<file path="config.mk">
export PLATFORM = sky130hd
export DESIGN_NAME = ism_cell
export DESIGN_NICKNAME = d
export VERILOG_FILES = /design/src/rtl/ism_pkg.sv /design/src/rtl/ism_cell.sv
export SDC_FILE = /design/constraint.sdc
export NUM_CORES = 1
export LEC_CHECK = 0
export BUFFER_PORTS_ARGS = -buffer_cell sky130_fd_sc_hd__clkbuf_2
export CAP_MARGIN = 20
export CORE_ASPECT_RATIO = 1.25
export CORE_UTILIZATION = 40
export CTS_BUF_LIST = sky130_fd_sc_hd__clkbuf_2
export CTS_CLUSTER_DIAMETER = 200
export DETAILED_ROUTE_END_ITERATION = 7
export PLACE_DENSITY = 0.75
export REMOVE_ABC_BUFFERS = 1
export SYNTH_ARGS = -nofsm -noshare
export SYNTH_HDL_FRONTEND = slang
export SYNTH_SLANG_ARGS = --single-unit
</file>
<file path="constraint.sdc">
create_clock -name clk -period 4.1 [get_ports clk]
set_input_delay 0.82 -clock clk [delete_from_list [all_inputs] [get_ports clk]]
set_output_delay 0.82 -clock clk [all_outputs]
set_load 0.02 [all_outputs]
</file>
<file path="src/rtl/ism_pkg.sv">
// ism_pkg: shared codes, widths and cell control type for the interval set block.
// No dependencies; imported by every module of the block.
package ism_pkg;

	localparam int DEF_MAX_RANGES = 64;
	localparam int DEF_KEY_BITS   = 32;

	localparam int FUNC_W    = 2;
	localparam int STATUS_W  = 2;
	localparam int CNT_OUT_W = 7;
	localparam int OUT_USED  = 1 + STATUS_W + CNT_OUT_W;
	localparam int OUT_TDW   = ((OUT_USED + 7) / 8) * 8;

	localparam logic [FUNC_W-1:0] FUNC_ADD   = 2'd0;
	localparam logic [FUNC_W-1:0] FUNC_FIN   = 2'd1;
	localparam logic [FUNC_W-1:0] FUNC_QUERY = 2'd2;
	localparam logic [FUNC_W-1:0] FUNC_NONE  = 2'd3;

	localparam logic [STATUS_W-1:0] ST_OK        = 2'd0;
	localparam logic [STATUS_W-1:0] ST_NOT_FINAL = 2'd1;
	localparam logic [STATUS_W-1:0] ST_FULL      = 2'd2;
	localparam logic [STATUS_W-1:0] ST_BAD_RANGE = 2'd3;

	typedef enum logic [1:0] {
		SRC_BCAST = 2'd0,
		SRC_LEFT  = 2'd1,
		SRC_RIGHT = 2'd2
	} src_t;

	typedef struct packed {
		logic load;
		src_t src;
	} cell_ctl_t;

endpackage

</file>
<file path="src/rtl/ism_cell.sv">
// ism_cell: one storage cell of the sorted range chain.
// Loads from its left or right neighbor or from the broadcast range; compares against it.
// Depends on ism_pkg.
module ism_cell #(
	parameter int KEY_BITS = ism_pkg::DEF_KEY_BITS
) (
	input  logic                clk,
	input  ism_pkg::cell_ctl_t  ctl,
	input  logic [KEY_BITS-1:0] left_start,
	input  logic [KEY_BITS:0]   left_stop,
	input  logic [KEY_BITS-1:0] right_start,
	input  logic [KEY_BITS:0]   right_stop,
	input  logic [KEY_BITS-1:0] bc_start,
	input  logic [KEY_BITS:0]   bc_stop,
	input  logic [KEY_BITS-1:0] key,
	output logic [KEY_BITS-1:0] start,
	output logic [KEY_BITS:0]   stop,
	output logic                bc_first,
	output logic                hit
);
	import ism_pkg::*;

	logic [KEY_BITS-1:0] start_q;
	logic [KEY_BITS:0]   stop_q;

	always_ff @(posedge clk) begin
		if (ctl.load) begin
			unique case (ctl.src)
				SRC_LEFT: begin
					start_q <= left_start;
					stop_q  <= left_stop;
				end
				SRC_RIGHT: begin
					start_q <= right_start;
					stop_q  <= right_stop;
				end
				default: begin
					start_q <= bc_start;
					stop_q  <= bc_stop;
				end
			endcase
		end
	end

	// broadcast range sorts ahead of this one: smaller start, or same start and larger stop
	assign bc_first = (bc_start < start_q) || ((bc_start == start_q) && (bc_stop > stop_q));
	assign hit      = (start_q <= key) && ({1'b0, key} < stop_q);
	assign start    = start_q;
	assign stop     = stop_q;

endmodule

</file>
==> results of run 1 <==
flip-flops by register name (all words and copies together), names as in the netlist:
name   count
stop      33
start     32
metal layers:
metal,track usage,vias up
li1,-,3201
met1,0.258,2880
met2,0.461,224
met3,0.0478,29
met4,0.0889,0
met5,0,-
how the worst min path moves through the flow:
stage	startpoint	end	cells after the start
CTS	bc_stop[14]	stop[14]$_DFFE_PP_	3
detailed placement	bc_stop[14]	stop[14]$_DFFE_PP_	3
floorplan	ctl[2]	start[0]$_DFFE_PP_	0
global route	bc_stop[18]	stop[18]$_DFFE_PP_	3
finish	bc_stop[14]	stop[14]$_DFFE_PP_	3
global placement	bc_stop[14]	stop[14]$_DFFE_PP_	3
synthesized netlist by cell type:
cell type  number
nand4_1        19
buf_1           5
inv_1         101
o31ai_1         1
a211oi_1        5
o21ai_0        78
nand2_1        88
o21a_1          1
ha_1          130
o311ai_0        1
a21oi_2         1
nand4bb_1       1
nor3_1          5
clkbuf_1       23
or2_2           1
nor4_1          3
edfxtp_1       65
nand3_1         8
or3b_1          1
o221ai_1        1
a2111oi_0       2
and4_1          4
nor2b_1         5
nor2_1         10
a311oi_1        1
o41a_1          1
nand4b_1        1
a21o_1         20
nand2b_1        2
and3_1          1
nor3b_2         1
o21ai_1         1
a2111o_1        1
o211ai_1        2
a22oi_1        65
a221oi_1        4
o22ai_1         1
a221o_1         1
a21oi_1        49
a31oi_1         2
power by group:
group          total, W  switching, W  internal, W  leakage (nW)
combinational  0.000900      0.000530     0.000370          3.56
sequential     0.000882     0.0000564     0.000826         0.630
clock          0.000402      0.000257     0.000145        0.0734
area by class of cell:
cell class / count / area (sq um)
clock buffers: 12 / 60.1
clock inverters: 4 / 43.8
fillers: 1491 / 7100
inverters: 101 / 379
multi-input cells: 518 / 3830
flip-flops and latches: 65 / 1950
well taps: 208 / 260
repair buffers: 300 / 1510
kinds of logic (layout without fill, tap and decap cells):
| family | count (synthesis) | in the layout | synth area share |
|---|---|---|---|
| flops | 65 | 65 | 0.312 |
| compound gates | 238 | 238 | 0.238 |
| fa+ha+maj | 130 | 130 | 0.260 |
| buf+inv | 129 | 417 | 0.0775 |
| simple gates | 150 | 150 | 0.112 |
critical path: cells and delay by family (launching register included):
| family | cells | cell delay [ns] |
|---|---|---|
| buffers and inverters | 1 | 0.18 |
| adders and majority gates | 1 | 0.34 |
| and+or+nand+nor | 2 | 0.38 |
| DFF | 1 | 0.48 |
| AOI/OAI and AO/OA | 4 | 1.14 |
per-stage QoR:
stage | instances | utilization
final | 1208 | 0.531
after CTS | 1208 | 0.531
after floorplan | 684 | -
after global routing | 1208 | 0.531
after detailed placement | 1192 | 0.524
after global placement | 1192 | 0.524
==> metrics.md, run 1 <==
| Metric | Value |
|---|---|
| Vias per cell | 5.24 |
| # rows | 50 |
| Crit path setup slack, layout | 0.233 ns |
| Max Cap Violations | 0 |
| Maximum vdd drop | 0.000262 V |
| Hold Vio Cnt, Final | 0 |
| RSZ-0062 raised after global routing | no |
| Num Clock Sinks | 65 |
| Sequential share of the synthesized area | 0.312 |
| Slew HR | 0.357 |
| Final setup viols | 0 |
| Post-synth cell types | 40 |
| Hold-fix buffers, CTS | 0 |
| Fin. max-slew vios | 0 |
| Status | finished clean |
| Port Buf Inserts | 297 |
| Crit-path slowest cell | a2111oi_0 |
| End point of the critical path | hit |
| CP Capture Type | output port |
| GRT Residual Overflow | 0 |
| Yosys top cell area share | 0.312 |
| Yosys top cell by area | edfxtp_1 |
| Core box area | 0.0151 sq mm |
| DR iter-0 viols | 276 |
| Pwr per Cell Area | 272 mW/mm^2 |
| Yosys warns | 0 |
| WL met3 | 1090 um |
| Die footprint | 0.0161 sq mm |
| Synth area leaders | edfxtp_1, ha_1, a22oi_1 |
| CTS Buffer Depth | 2 |
| Layout cells sized above 1 | 0.320 |
| Die W | 114 um |
| Metal1 wirelength | 7550 um |
| WL final | 19400 um |
| Post-Synthesis Cells | 712 |
| DP Worst Slack | 0.265 ns |
| CP arrival | 3.05 ns |
| Effective utilization at floorplan | 0.413 |
| Setup repair bufs after CTS | 0 |
| CTS resizes | 0 |
| Slowest stage delay, CP | 0.72 ns |
| IO Pins | 298 |
| Critical path launch point type | register |
| CTS tree | yes |
| Setup TNS | 0 ns |
| Peak Freq | 0.259 GHz |
| Worst-path clk slew | 0.22 ns |
| DR WL/cell | 16.1 um |
| Worst EP required | 3.28 ns |
| Post-DP HPWL | 16100 um |
| Uppermost layer routed | met4 |
| Crit Path Class | reg -> out |
| Metal2 WL | 10200 um |
| TritonCTS buffer count | 9 |
| Min cycle time layout | 3.87 ns |
| Placement Cell Area | 0.00793 sq mm |
| First-pass GRT wire length | 30100 um |
| Max FO, Critical Path | 3 |
| Root buffer cell | clkbuf_2 |
| All-Layer GR Usage | 0.241 |
| Ant diodes | 0 |
| Residual DRC | 0 |
| Finished Cell Area | 0.00804 sq mm |
| Initial antenna violation count | 0 |
| Syn avg cell area | 8.78 sq um |
| CP startpoint | start[7]$_DFFE_PP_ |
| Cell Area, Synth | 0.00625 sq mm |
| Final ANT Viol Nets | 0 |
| Leakage | 4.26 nW |
| Crit path cell chain | ha_1 -> a21oi_1 -> o21a_1 -> o221ai_1 -> a2111oi_0 -> or3b_1 -> and4_1 -> clkbuf_2 |
| Hold_ws | 0.539 ns |
| Most frequent cells in the layout | clkbuf_2, ha_1, inv_1, nand2_1, o21ai_0 |
| Gpl congestion | 0.842 |
| Slew of the pin with the lowest slew margin | 0.965 ns |
| Die Ht | 142 um |
| Overall power | 0.00218 W |
| Layout net count | 1356 |
| CTS H-tree depth | 3 |
| Largest net degree at the start of global routing | 112 |
| Seq cells post-synth | 65 |
| Layout area overhead | 28.6% |
| Via count | 6334 |
| Drt pass-1 iters | 5 |
| Most common cell after layout, fill and taps aside | clkbuf_2 |
| Vias in the first global route | 6381 |
| Crit share post-route | 0.943 |
| HP Class | in -> reg |
(Power assumes the default switching activity.)
==> run 2: changes to the inputs <==
--- a/config.mk
+++ b/config.mk
@@ -7,12 +7,15 @@
 export LEC_CHECK = 0
 export BUFFER_PORTS_ARGS = -buffer_cell sky130_fd_sc_hd__clkbuf_2
 export CAP_MARGIN = 20
+export CELL_PAD_IN_SITES_DETAIL_PLACEMENT = 0
+export CELL_PAD_IN_SITES_GLOBAL_PLACEMENT = 2
 export CORE_ASPECT_RATIO = 1.25
-export CORE_UTILIZATION = 40
+export CORE_UTILIZATION = 29
 export CTS_BUF_LIST = sky130_fd_sc_hd__clkbuf_2
 export CTS_CLUSTER_DIAMETER = 200
 export DETAILED_ROUTE_END_ITERATION = 7
-export PLACE_DENSITY = 0.75
+export PLACE_DENSITY = 0.93
+export RECOVER_POWER = 25
 export REMOVE_ABC_BUFFERS = 1
 export SYNTH_ARGS = -nofsm -noshare
 export SYNTH_HDL_FRONTEND = slang
==> run 2 against run 1 <==
Effect of this change: the flow now finishes with violations (max-capacitance violations, max-slew violations); sequential power about the same; first-iteration DRC count decreased by 26%; wire length up 5.8%; worst setup slack worse by 0.0065 ns; worst hold slack worse by 0.017 ns; die area rose by 37%; utilization is 14 points lower; count of clock-buffer cells in the layout is 1 lower.
==> metrics.md, run 2 (synthesis results as in run 1) <==
| Metric | Value |
|---|---|
| Status | complete, but fails checks |
| Violated checks | max-capacitance violations, max-slew violations |
| Effective utilization at floorplan | 0.298 (-0.115) |
| Port Buf Inserts | 297 (unchanged) |
| WL final | 20500 um (+5.8%) |
| Layout cells sized above 1 | 0.324 (+0.00368) |
| TritonCTS buffer count | 9 (unchanged) |
| Metal2 WL | 10700 um (+4.9%) |
| Layout area overhead | 31.0% |
| Uppermost layer routed | met4 |
| Vias in the first global route | 6300 (-1.3%) |
| Crit share post-route | 0.945 (+0.00159) |
| Pwr per Cell Area | 277 mW/mm^2 (+1.8%) |
| Via count | 6160 (-2.7%) |
| Drt pass-1 iters | 4 (-1) |
| First-pass GRT wire length | 32000 um (+6.3%) |
| Critical path launch point type | register |
| Root buffer cell | clkbuf_2 |
| IO Pins | 298 (unchanged) |
| Die footprint | 0.0221 sq mm (+37%) |
| Setup TNS | 0 ns (unchanged) |
| Initial antenna violation count | 1 (+1) |
| CTS tree | yes |
| Core box area | 0.0210 sq mm (+38%) |
| Num Clock Sinks | 65 (unchanged) |
| CP arrival | 3.05 ns (about the same) |
| Die W | 133 um (+17%) |
| Max FFs per register | 33 (unchanged) |
| Final ANT Viol Nets | 0 (unchanged) |
| CP Capture Type | output port |
| Max FO, Critical Path | 3 (unchanged) |
| Post-DP HPWL | 17200 um (+6.7%) |
| Most common cell after layout, fill and taps aside | clkbuf_2 |
| All-Layer GR Usage | 0.188 (-0.0532) |
| Min cycle time layout | 3.87 ns (+0.00653 ns) |
| Slew of the pin with the lowest slew margin | 1.80 ns (+0.837 ns) |
| Final setup viols | 0 (unchanged) |
| Hold Vio Cnt, Final | 0 (unchanged) |
| Leakage | 4.30 nW (+0.71%) |
| Worst EP required | 3.28 ns (about the same) |
| GRT Residual Overflow | 0 (unchanged) |
| DR iter-0 viols | 203 (-26%) |
| Worst-path clk slew | 0.23 ns (about the same) |
| Overall power | 0.00227 W (+3.8%) |
| Hold_sp | bc_stop[20] |
| Residual DRC | 0 (unchanged) |
| # rows | 59 (+18%) |
| Die Ht | 166 um (+17%) |
| Hold-fix buffers, CTS | 0 (unchanged) |
| CP startpoint | start[25]$_DFFE_PP_ |
| Layout net count | 1357 (+0.074%) |
| Maximum vdd drop | 0.000116 V (-56%) |
| Peak Freq | 0.258 GHz (-0.17%) |
| Fin. max-slew vios | 66 (+66) |
| Max Cap Violations | 1 (+1) |
| RSZ-0062 raised after global routing | no |
| Slew HR | -0.201 (-0.558) |
| CTS Buffer Depth | 2 (unchanged) |
| Gpl congestion | 0.797 (-5.3%) |
| DR WL/cell | 16.1 um (about the same) |
| Metal1 wirelength | 8300 um (+9.9%) |
| WL met3 | 1020 um (-6.7%) |
| HP Class | in -> reg |
| Largest net degree at the start of global routing | 102 (-8.9%) |
| CTS H-tree depth | 3 (unchanged) |
| Crit Path Class | reg -> out |
| Most frequent cells in the layout | clkbuf_2, ha_1, inv_1, nand2_1, o21ai_0 |
| Vias per cell | 4.82 (-8.1%) |
## run 2: cell count changes in the layout (fill, tap and decap cells not counted)
cell        before  now
clkinvlp_4       0    2
a2111oi_0        2    1
diode_2          0    3
clkinv_2         2    1
nor3b_4          0    1
clkinv_1         1    0
nor3b_2          1    0
nor4_4           0    1
a2111oi_2        0    1
bufinv_16        1    2
nor4_1           3    2
## run 2: power by group
group / switching [W] / internal [W]
Combinational: 0.000533 / 0.000370
Sequential: 0.0000550 / 0.000827
Clock: 0.000276 / 0.000205
Total: 0.000863 / 0.00140
## run 2: worst max-delay path: stages, from the launching register on
cell	delay, ns
edfxtp_1	0.49
ha_1	0.33
nand4_1	0.23
nor4_4	0.40
nor3b_4	0.31
or3b_1	0.37
and4_1	0.19
clkbuf_2	0.15
## run 2: final timing paths
| path | slack, ns | cells past startpoint | end |
|---|---|---|---|
| min | 0.52 | 3 | stop[20]$_DFFE_PP_ |
| max | 0.23 | 7 | hit |
## run 2: per-layer routing
layer,vias to the layer above,GRT usage
li1,3213,-
met1,2724,0.206
met2,195,0.356
met3,28,0.0360
met4,0,0.0593
met5,-,0
## run 2: repair_timing
item	4_1_cts	5_1_grt
gates cloned	0	0
setup endpoints to repair	1	1
buffers inserted	0	0
resized for setup	2	3
hold endpoints to repair	0	0
## run 2: layout make-up
class / instances / area (sq um)
Antenna cell: 3 / 7.51
Fill cell: 2247 / 12800
Clock inverter: 5 / 80.1
Inverter: 101 / 379
Tap cell: 274 / 343
Timing Repair Buffer: 301 / 1520
Clock buffer: 11 / 55.1
Multi-Input combinational cell: 518 / 3860
Sequential cell: 65 / 1950
## run 2: through the flow
stage	area [sq um]	setup slack (ns)	instances	utilization	hold slack [ns]
finish	8190	0.227	1278	0.391	0.522
detailed placement	8020	0.121	1259	0.383	1.12
global placement	8020	0.176	1259	0.383	1.12
floorplan	6150	0.807	684	-	0.932
global route	8190	0.00937	1278	0.391	0.432
CTS	8170	0.0521	1275	0.389	0.448
